$ cat src/rtl/core/smsel_pkg.sv
// ----------------------------------------------------------------------------
// smsel_pkg
// Shared types, sizes and codes for the scatter mechanism selector.
// ----------------------------------------------------------------------------
package smsel_pkg;

	// table geometry
	localparam int NUM_BINS       = 1024;
	localparam int NUM_MECHANISMS = 10;
	localparam int DATA_W         = 32;
	localparam int ADDR_W         = $clog2(NUM_BINS);
	localparam int ROW_W          = NUM_MECHANISMS * DATA_W;

	// fixed field widths of the beats
	localparam int BIN_W  = 10;
	localparam int MECH_W = 4;

	// configuration port
	localparam int PADDR_W = 4;

	// action codes
	localparam logic ACT_SAMPLE = 1'b0;
	localparam logic ACT_LOAD   = 1'b1;

	// register indexes (word address)
	localparam logic [1:0] REG_MIN_ENERGY  = 2'd0;
	localparam logic [1:0] REG_CEIL_ENERGY = 2'd1;
	localparam logic [1:0] REG_BIN_SCALE   = 2'd2;

	// register reset values
	localparam logic [DATA_W-1:0] RST_MIN_ENERGY  = 32'h0000_0000;
	localparam logic [DATA_W-1:0] RST_CEIL_ENERGY = 32'hFFFF_FFFF;
	localparam logic [DATA_W-1:0] RST_BIN_SCALE   = 32'h0001_0000;

	typedef struct packed {
		logic              action;
		logic [DATA_W-1:0] energy;
		logic [DATA_W-1:0] random_fraction;
		logic [BIN_W-1:0]  load_bin;
		logic [MECH_W-1:0] load_mechanism;
		logic [DATA_W-1:0] load_value;
	} in_beat_t;

	typedef struct packed {
		logic [MECH_W-1:0] mechanism;
		logic [BIN_W-1:0]  bin_index;
	} out_beat_t;

	typedef struct packed {
		logic [DATA_W-1:0] min_energy;
		logic [DATA_W-1:0] ceil_energy;
		logic [DATA_W-1:0] bin_scale;
	} cfg_regs_t;

	typedef enum logic [2:0] {
		ST_IDLE,
		ST_SBIN,
		ST_SCMP,
		ST_LRD,
		ST_LWB
	} state_t;

endpackage

$ cat src/rtl/core/smsel_cfg.sv
// ----------------------------------------------------------------------------
// smsel_cfg
// APB register file holding the energy window and the bin scale.
// ----------------------------------------------------------------------------
module smsel_cfg (
	input  logic                      clk,
	input  logic                      arst_n,
	input  logic                      psel,
	input  logic                      penable,
	input  logic                      pwrite,
	input  logic [smsel_pkg::PADDR_W-1:0] paddr,
	input  logic [31:0]               pwdata,
	output logic [31:0]               prdata,
	output logic                      pready,
	output smsel_pkg::cfg_regs_t      cfg
);
	import smsel_pkg::*;

	cfg_regs_t  regs_q;
	logic       wr_en;
	logic [1:0] reg_sel;

	assign pready  = 1'b1;
	assign reg_sel = paddr[3:2];
	assign wr_en   = psel & penable & pwrite & pready;
	assign cfg     = regs_q;

	// register writes
	always_ff @(posedge clk or negedge arst_n) begin
		if (!arst_n) begin
			regs_q.min_energy  <= RST_MIN_ENERGY;
			regs_q.ceil_energy <= RST_CEIL_ENERGY;
			regs_q.bin_scale   <= RST_BIN_SCALE;
		end else if (wr_en) begin
			case (reg_sel)
				REG_MIN_ENERGY:  regs_q.min_energy  <= pwdata;
				REG_CEIL_ENERGY: regs_q.ceil_energy <= pwdata;
				REG_BIN_SCALE:   regs_q.bin_scale   <= pwdata;
				default: ;
			endcase
		end
	end

	// read back
	always_comb begin
		case (reg_sel)
			REG_MIN_ENERGY:  prdata = regs_q.min_energy;
			REG_CEIL_ENERGY: prdata = regs_q.ceil_energy;
			REG_BIN_SCALE:   prdata = regs_q.bin_scale;
			default:         prdata = '0;
		endcase
	end

endmodule

$ cat config.mk
export PLATFORM = sky130hd
export DESIGN_NAME = smsel_cfg
export DESIGN_NICKNAME = d
export VERILOG_FILES = /design/src/rtl/core/smsel_pkg.sv /design/src/rtl/core/smsel_cfg.sv
export SDC_FILE = /design/constraint.sdc
export NUM_CORES = 1
export LEC_CHECK = 0
export BUFFER_PORTS_ARGS = -buffer_cell sky130_fd_sc_hd__buf_2
export CORE_MARGIN = 8
export CORE_UTILIZATION = 45
export CTS_CLUSTER_DIAMETER = 30
export DETAILED_ROUTE_END_ITERATION = 8
export PLACE_DENSITY = 0.77
export SKIP_LAST_GASP = 1
export SLEW_MARGIN = 10
export SYNTH_ARGS = -nofsm -noshare
export SYNTH_HDL_FRONTEND = slang
export SYNTH_SLANG_ARGS = --single-unit
export TNS_END_PERCENT = 30
$ cat constraint.sdc
create_clock -name clk -period 2.66 [get_ports clk]
set_input_delay 0.532 -clock clk [delete_from_list [all_inputs] [get_ports clk]]
set_output_delay 0.532 -clock clk [all_outputs]
set_load 0.1 [all_outputs]
==> summary.txt <==
Synthesis
  • Synth Area in XOR/XNOR: 0%
  • Largest family of logic cells by synthesized area: multiplexers
  • Syn avg cell area: around 14 µm²
  • Register area share after synthesis: 55.36%
  • Distinct cells, synth: 18
  • Synthesis Warnings: 0
  • Synth Instances: 316
  • #FFs+latches synth: 96
  • Syn Nets: 357
  • Mapped cell area: 4414 µm²
  • Simple-gate share of the synthesized area: under 10%
  • Multiplexer share of the synthesized area: 34.30%
  • Synth Area in Compound Gates: 3.628%
  • Adder-cell share of the synthesized area: 0%

Floorplan
  • Starting density of the core: 45.79%
  • I/O pin count: 170
  • Horiz. Die Dim: 115.0 µm
  • Row count: 36
  • Core ar.: 9639 µm²
  • Die H: 115.0 µm
  • Die area: 13230 µm²

Routing
  • Wire length per cell: 19.06 µm
  • Vias: 3174
  • WL final: 11860 µm
  • Post-DR vias/cell: 5.103
  • TritonRoute pass-1 iters: 4
  • Drt drc: 0
  • Starting DRC count in detailed routing: 130
  • ANT nets after route: 0

Timing
  • Clock skew: 0 ps
  • Final number of setup-violating endpoints: 0
  • Final setup TNS: 0 ps
  • Tcrit/Tclk final: 87.78%
  • Fmax: roughly 0.43 GHz
  • Tightest Pin Transition: 583.4 ps
  • Slew HR: 61.11%
  • Max Slew Vio Count: 0
  • Endpoints failing hold: 0
  • Tmin final: approximately 2300 ps
  • RSZ-0062 raised after global routing: false

CTS
  • # hold bufs at CTS: 0
  • Inserted Clock Buffers: 9
  • TritonCTS clock tree: built
  • Clock root buffer: clkbuf_8
  • Clock sink count: 96
  • Post-CTS setup buffer count: 0
  • Clock Latency Late Sink: 340 ps
  • CTS max path bufs: 2
  • Worst-path clk slew: roughly 90 ps
  • H-tree depth: 3
  • Cts repair resizes: 0

Setup path
  • CP Launch Type: input port
  • CP required: 2130 ps
  • Critical path type: in2out
  • Top fanout value on the critical path: 19
  • RR Startpoint: cfg[3]
  • Reg-to-reg slack, setup: 1860 ps
  • Capturing point of the worst reg2reg path: cfg[3]
  • Setup crit end kind: output pin
  • Arr. time, crit path: ~1800 ps
  • Crit path largest cell delay: around 290 ps
  • Critical-path cell list: buf_2, nor2b_2, buf_4, nand2_1, o21ai_1, buf_12
  • Slowest CP cell: buf_2
  • R2R depth: 1

Worst hold path
  • Hold WC Path Type: in2async

Finish
  • Share of layout cells above drive strength 1: between 60% and 70%
  • # nets final: roughly 520
  • Non-filler instance count after layout: 622
  • P&R area growth vs syn: 39.17%
  • Utilization after layout: 63.73%
  • Max reg flops: 96

Global route
  • First-pass GRT wire length: 19120 µm
  • Initial antenna violation count: 1
  • Largest net degree at the start of global routing: between 50 and 60
  • GRT Overall Usage: 18.38%
  • Vias in the first global route: 3579
  • Total gr overflow: 0

Placed design
  • PortBufs: 166
  • Placed Instances: about 610
  • HPWL Detailed: 8815 µm
  • GPL Wtd Cong: 0.8026

Job
  • Max-Cap Viols: 0

Outcome
  • Status: complete, no violations
[cells by family (layout without fill, tap and decap cells)]
group | after synthesis | count (layout)
and+or+nand+nor | 37 | 37
buffers and inverters | 22 | 194
AOI/OAI and AO/OA | 32 | 32
DFF | 96 | 96
other | 1 | 2
muxes | 128 | 128
[synth_stat cells (all sizes together)]
master	n	area [µm²]
o21ai	32	160.2
dfrtp	63	1577
nor3	1	10.01
or3b	1	8.760
mux2	96	1194
nor3b	1	12.51
nor2b	1	6.260
clkbuf	7	26.28
dfstp	33	867.1
nand2	32	120.1
nand3	1	10.01
buf	15	98.84
conb	1	3.750
mux2i	32	320.3
[cell usage in the layout, fill, tap and decap left out, types with 2 or more instances in the layout]
cell type / n
mux2_1: 2
o21ai_2: 9
mux2_4: 30
clkbuf_8: 9
o21ai_1: 23
clkinv_2: 3
buf_2: 133
buf_12: 35
buf_4: 10
mux2_2: 64
clkinv_4: 2
dfstp_2: 33
dfrtp_1: 63
nand2_1: 32
mux2i_1: 32
[cell type report]
| class | instances | area, µm² |
|---|---|---|
| fillers | 774 | 3496 |
| clock buffers | 9 | 123.9 |
| flip-flops and latches | 96 | 2444 |
| clock inverters | 7 | 71.32 |
| well taps | 133 | 166.4 |
| repair buffers | 178 | 1441 |
| diodes | 1 | 2.502 |
| multi-input cells | 198 | 1894 |
[layer usage]
metal | track usage [%] | vias up | share of wire, %
li1 | - | 1447 | -
met1 | 20.65 | 1598 | 38
met2 | 32.00 | 115 | 51
met3 | 6.828 | 14 | 9.1
met4 | 5.079 | 0 | 1.4
met5 | 0 | - | 0
[critical path, delay by kind of cell]
| kind | cells | cell delay [ps] |
|---|---|---|
| AND/OR/NAND/NOR | 2 | 310 |
| AO/OA/AOI/OAI | 1 | 170 |
| buffers and inverters | 3 | 780 |
[worst max-delay path by stage]
| stage | from | endpoint | slack, ps | depth (start not counted) |
|---|---|---|---|---|
| global route | paddr[2] | prdata[7] | 220 | 5 |
| global placement | paddr[2] | prdata[3] | 300 | 5 |
| floorplan | cfg[82] | prdata[18] | -330 | 2 |
| detailed placement | paddr[2] | prdata[29] | 310 | 5 |
| CTS | paddr[2] | prdata[7] | 310 | 5 |
| finish | paddr[2] | prdata[29] | 330 | 6 |
[metrics by stage]
| step | worst slack [ps] | area [µm²] | hold slack (ps) |
|---|---|---|---|
| after floorplan | -325.8 | 4448 | 236.4 |
| after global placement | 296.7 | 5946 | 492.0 |
| after detailed placement | 305.9 | 5946 | 495.9 |
| after CTS | 306.2 | 6141 | 172.4 |
| after global routing | 222.0 | 6143 | 203.7 |
| final | 325.1 | 6143 | 164.4 |
Power is left out: the tool's default activity adds up to more than one toggle a clock period on the data nets, which glitch-free logic cannot reach.
