## config.mk

```make
export PLATFORM = sky130hd
export DESIGN_NAME = smsel_bin
export DESIGN_NICKNAME = d
export VERILOG_FILES = /design/src/rtl/core/smsel_pkg.sv /design/src/rtl/core/smsel_bin.sv
export SDC_FILE = /design/constraint.sdc
export NUM_CORES = 2
export LEC_CHECK = 0
export ABC_AREA = 1
export BUFFER_PORTS_ARGS = -buffer_cell sky130_fd_sc_hd__buf_2
export CORE_MARGIN = 2
export CORE_UTILIZATION = 35
export CTS_CLUSTER_SIZE = 24
export DETAILED_ROUTE_END_ITERATION = 16
export GPL_TIMING_DRIVEN = 0
export SLEW_MARGIN = 30
export SYNTH_ARGS = -nofsm -noshare
export SYNTH_HDL_FRONTEND = slang
export SYNTH_SLANG_ARGS = --single-unit
```

## constraint.sdc

```tcl
create_clock -name clk -period 7.6 [get_ports clk]
set_clock_uncertainty 0.05 [all_clocks]
set_input_delay 0.76 -clock clk [delete_from_list [all_inputs] [get_ports clk]]
set_output_delay 0.76 -clock clk [all_outputs]
set_load 0.01 [all_outputs]
```

## src/rtl/core/smsel_pkg.sv

```systemverilog
// ----------------------------------------------------------------------------
// smsel_pkg
// Shared types, sizes and codes for the scatter mechanism selector.
// ----------------------------------------------------------------------------
package smsel_pkg;

	// table geometry
	localparam int NUM_BINS       = 1024;
	localparam int NUM_MECHANISMS = 10;
	localparam int DATA_W         = 32;
	localparam int ADDR_W         = $clog2(NUM_BINS);
	localparam int ROW_W          = NUM_MECHANISMS * DATA_W;

	// fixed field widths of the beats
	localparam int BIN_W  = 10;
	localparam int MECH_W = 4;

	// configuration port
	localparam int PADDR_W = 4;

	// action codes
	localparam logic ACT_SAMPLE = 1'b0;
	localparam logic ACT_LOAD   = 1'b1;

	// register indexes (word address)
	localparam logic [1:0] REG_MIN_ENERGY  = 2'd0;
	localparam logic [1:0] REG_CEIL_ENERGY = 2'd1;
	localparam logic [1:0] REG_BIN_SCALE   = 2'd2;

	// register reset values
	localparam logic [DATA_W-1:0] RST_MIN_ENERGY  = 32'h0000_0000;
	localparam logic [DATA_W-1:0] RST_CEIL_ENERGY = 32'hFFFF_FFFF;
	localparam logic [DATA_W-1:0] RST_BIN_SCALE   = 32'h0001_0000;

	typedef struct packed {
		logic              action;
		logic [DATA_W-1:0] energy;
		logic [DATA_W-1:0] random_fraction;
		logic [BIN_W-1:0]  load_bin;
		logic [MECH_W-1:0] load_mechanism;
		logic [DATA_W-1:0] load_value;
	} in_beat_t;

	typedef struct packed {
		logic [MECH_W-1:0] mechanism;
		logic [BIN_W-1:0]  bin_index;
	} out_beat_t;

	typedef struct packed {
		logic [DATA_W-1:0] min_energy;
		logic [DATA_W-1:0] ceil_energy;
		logic [DATA_W-1:0] bin_scale;
	} cfg_regs_t;

	typedef enum logic [2:0] {
		ST_IDLE,
		ST_SBIN,
		ST_SCMP,
		ST_LRD,
		ST_LWB
	} state_t;

endpackage

```

## src/rtl/core/smsel_bin.sv

```systemverilog
// ----------------------------------------------------------------------------
// smsel_bin
// Three-stage energy binning: window test and offset, scale multiply, clamp.
// ----------------------------------------------------------------------------
module smsel_bin (
	input  logic                            clk,
	input  logic                            arst_n,
	input  logic                            start,
	input  logic [smsel_pkg::DATA_W-1:0]    energy,
	input  smsel_pkg::cfg_regs_t            cfg,
	output logic                            bin_vld,
	output logic [smsel_pkg::ADDR_W-1:0]    bin
);
	import smsel_pkg::*;

	localparam int PROD_W = 2 * DATA_W;
	localparam int IDX_W  = PROD_W - 16;

	logic                vld_s1, vld_s2, vld_s3;
	logic                lt_s1, gt_s1, lt_s2, gt_s2;
	logic [DATA_W-1:0]   ofs_s1;
	logic [PROD_W-1:0]   prod_s2;
	logic [ADDR_W-1:0]   bin_s3;
	logic [IDX_W-1:0]    idx;
	logic [ADDR_W-1:0]   bin_next;

	// stage valids
	always_ff @(posedge clk or negedge arst_n) begin
		if (!arst_n) begin
			vld_s1 <= 1'b0;
			vld_s2 <= 1'b0;
			vld_s3 <= 1'b0;
		end else begin
			vld_s1 <= start;
			vld_s2 <= vld_s1;
			vld_s3 <= vld_s2;
		end
	end

	// s1: window compare and offset
	always_ff @(posedge clk) begin
		if (start) begin
			lt_s1  <= energy < cfg.min_energy;
			gt_s1  <= energy > cfg.ceil_energy;
			ofs_s1 <= energy - cfg.min_energy;
		end
	end

	// s2: offset times reciprocal bin width
	always_ff @(posedge clk) begin
		if (vld_s1) begin
			lt_s2   <= lt_s1;
			gt_s2   <= gt_s1;
			prod_s2 <= PROD_W'(ofs_s1) * PROD_W'(cfg.bin_scale);
		end
	end

	// s3: drop fraction, clamp below the window to bin 0 and above it to the last bin
	assign idx = prod_s2[PROD_W-1:16];

	always_comb begin
		if (lt_s2) begin
			bin_next = '0;
		end else if (gt_s2 || idx > IDX_W'(NUM_BINS - 1)) begin
			bin_next = ADDR_W'(NUM_BINS - 1);
		end else begin
			bin_next = idx[ADDR_W-1:0];
		end
	end

	always_ff @(posedge clk) begin
		if (vld_s2) begin
			bin_s3 <= bin_next;
		end
	end

	assign bin_vld = vld_s3;
	assign bin     = bin_s3;

endmodule
```

==> results.py <==
metrics = {
    "global_routing": {
        "grt_max_degree": 52,
        "antenna_found_initial": 1,
        "grt-ovfl-total": 0,
        "grt_pass1_vias": 35200,
        "track_usage_pct": 25.9,
        "grt_pass1_wl_microns": 227000,
    },
    "detailed_routing": {
        "top_layer": "met5",
        "firstDrtPassIters": 8,
        "drc": 0,
        "wl_met2_microns": 69300,
        "finalWirelength_microns": 154000,
        "routed-via-count": 34700,
        "first_iter_violations": 3209,
        "ant_nets": 0,
        "met1_length_microns": 61400,
        "wl_met3_microns": 15300,
        "wl_per_cell_microns": 21.9,
        "vias_per_cell": 4.94,
    },
    "cts": {
        "clk_path_buf_depth": 2,
        "numCtsBuffers": 9,
        "clkLatencyLatePin_ns": 0.36,
        "clock-root-buffer": "clkbuf_16",
        "cts.sinks": 97,
        "clkSlewWorstSetupHoldPaths_ns": 0.08,
        "cts_tree": "yes",
        "cts-htree-levels": 3,
    },
    "sta": {
        "max_freq_ghz": 0.132,
        "period_minus_slack_ns": 7.59,
        "whs_ns": 0.127,
        "fin_crit_sh_pct": 99.8,
        "drv_slew": 0,
        "finalWorstSetupSlack_ns": 0.0143,
        "tightest_slew_ns": 0.973,
        "setup_viol": 0,
        "hold_viol_final": 0,
        "relSlewSlack_pct": 35.1,
    },
    "setup_path": {
        "cp.arrival_ns": 7.63,
        "critPathBufInv": 6,
        "setup.worst_path.class": "in -> reg",
        "worstPathRequired_ns": 7.64,
        "cp_slowest_cell": "clkbuf_1",
        "endpoint_kind": "register",
        "worstSetupStartpointType": "input port",
        "reg2reg_to": "prod_s2[54]$_DFFE_PP_",
        "cp_common_cell": "fa_1",
        "r2r_start": "ofs_s1[17]$_DFFE_PP_",
        "cp_slowest_stage_delay_ns": 0.67,
        "regToRegSetupSlack_ns": 0.10,
        "ff2ff_path_depth": 22,
        "cp_cell_sequence": "buf_2 -> clkbuf_1 -> nand2_1 -> fa_1 -> inv_1 -> fa_1 -> fa_1 -> fa_1 -> fa_1 -> fa_1 -> fa_1 -> inv_1 -> fa_1 -> inv_1 -> ha_2 -> nand2_1 -> o21ai_0 -> o21bai_1 -> inv_1 -> nand2_1 -> nand2_1 -> nand4_1 -> nand2_1",
        "crit_family": "adder cells",
        "worstPathMaxFanout": 10,
    },
    "logic_synthesis": {
        "ys_warn_count": 0,
        "synth-edff-count": 94,
        "ys.flop_type": "edfxtp_1",
        "yosysSeqAreaShare_pct": 7.09,
        "synth_cells": 5319,
        "yosysUniqueCellTypes": 34,
        "netlist_area_sq_um": 40900,
        "syn-num-nets": 6670,
        "yosys_register_bits": 97,
        "post_synth.cell_area_avg_sq_um": 7.68,
        "synthArstFlopShare_pct": 3.09,
    },
    "placement": {
        "hpwlAfterDp_microns": 134000,
        "dp.cells": 6984,
        "dp_slack_ns": -1.03,
        "place_congestion": 1.01,
        "place.port_buffers": 141,
    },
    "die": {
        "pin_count": 142,
        "dieArea_sq_um": 119000,
        "initial_core_util_pct": 35.2,
        "die_y_microns": 346,
        "die_w_microns": 346,
        "rows": 125,
        "coreArea_sq_um": 116000,
    },
    "cells_and_area": {
        "final_cell_mix": "inv_1, nand2_1, fa_1",
        "finalNonFillerCells": 7033,
        "final_common_cell": "inv_1",
        "antenna_cells": 0,
        "multiInputGateArea_sq_um": 30900,
        "final_net_count": 6855,
        "fill_cells": 12300,
        "drive_gt1_share_pct": 7.77,
        "syn_to_final_growth_pct": 9.44,
        "ff_latch_area_sq_um": 2900,
    },
    "run_status": {
        "run_status": "finished, final reports clean",
    },
    "worst_hold_path": {
        "hp-class": "in -> async",
    },
    "flow_run": {
        "maxCapViolations": 0,
    },
}
[cells in the mapped netlist, types with 11 or more instances]
cell type / n / share of area (%)
ha_1: 324 / 9.9
xnor2_1: 11 / 0.24
nor3_1: 24 / 0.29
nand4_1: 21 / 0.32
nand3_1: 74 / 0.91
nor2_1: 185 / 1.7
o21ai_0: 82 / 1.0
xor2_1: 35 / 0.75
fa_1: 896 / 44
a21oi_1: 149 / 1.8
clkbuf_1: 192 / 1.8
edfxtp_1: 94 / 6.9
inv_1: 1706 / 16
nand2_1: 1441 / 13
nor4_1: 13 / 0.20
o21bai_1: 13 / 0.24
[final cells by class]
cell class | count | area share (%)
buffer | 192 | 2.66
clock buffer | 9 | 0.504
clock inverter | 7 | 0.215
inverter | 1714 | 14.4
multi-input combinational | 3316 | 69.2
sequential | 97 | 6.49
tap | 1524 | 4.26
timing repair buffer | 174 | 2.28
[layer usage]
layer  up-vias  global-route usage [%]
li1      15400                       -
met1     17300                    34.3
met2      1688                    41.9
met3       315                    4.57
met4         2                    10.6
met5         -                       0
[worst max-delay path by stage]
stage,end,slack (ns),cells after the start,from
after floorplan,prod_s2[59]$_DFFE_PP_,0.75,28,cfg[8]
after global placement,prod_s2[52]$_DFFE_PP_,-1.11,27,cfg[24]
after detailed placement,prod_s2[52]$_DFFE_PP_,-1.03,26,cfg[11]
after CTS,prod_s2[55]$_DFFE_PP_,0.005,26,ofs_s1[30]$_DFFE_PP_
after global routing,prod_s2[46]$_DFFE_PP_,-0.03,25,ofs_s1[17]$_DFFE_PP_
final,prod_s2[54]$_DFFE_PP_,0.01,23,cfg[31]
[flip-flops by register name, indices dropped and copies added, names as in the netlist]
| register | count |
|---|---|
| lt_s2 | 1 |
| ofs_s1 | 32 |
| bin_vld | 1 |
| bin | 10 |
| gt_s1 | 1 |
| prod_s2 | 48 |
| vld_s2 | 1 |
| lt_s1 | 1 |
| vld_s1 | 1 |
| gt_s2 | 1 |
[kinds of logic (layout without fill, tap and decap cells)]
kind of cell,Yosys count,count (layout),share of synthesized area [%]
AOI/OAI and AO/OA,280,280,3.71
xor gates and xnor gates,46,46,0.986
adders and majority gates,1220,1220,53.8
buffers and inverters,1906,2096,17.5
DFF,97,97,7.09
and+or+nand+nor,1770,1770,16.9
[what timing repair did]
item	in CTS	in global routing
buffers inserted	13	20
hold buffers	0	0
endpoints found under the setup margin	45	36
gates resized for setup	186	218
[metrics by stage]
| step | cell area (sq um) | TNS [ns] | util, % |
|---|---|---|---|
| after floorplan | 40900 | 0 | - |
| after global placement | 43500 | -33.72 | 37.5 |
| after detailed placement | 43500 | -27.66 | 37.5 |
| after CTS | 44300 | 0 | 38.1 |
| after global routing | 44700 | -0.0496 | 38.5 |
| final | 44700 | 0 | 38.5 |
[worst reg2reg max path: cells and delay by family (launching register included)]
family,cells,cell delay [ns]
simple gates,6,0.71
fa+ha+maj,9,4.62
compound gates,2,0.56
flops,1,0.60
buf+inv,5,0.71
Power is not shown: default switching activity piles up to over one toggle a cycle in this logic, so the estimate is an artifact.
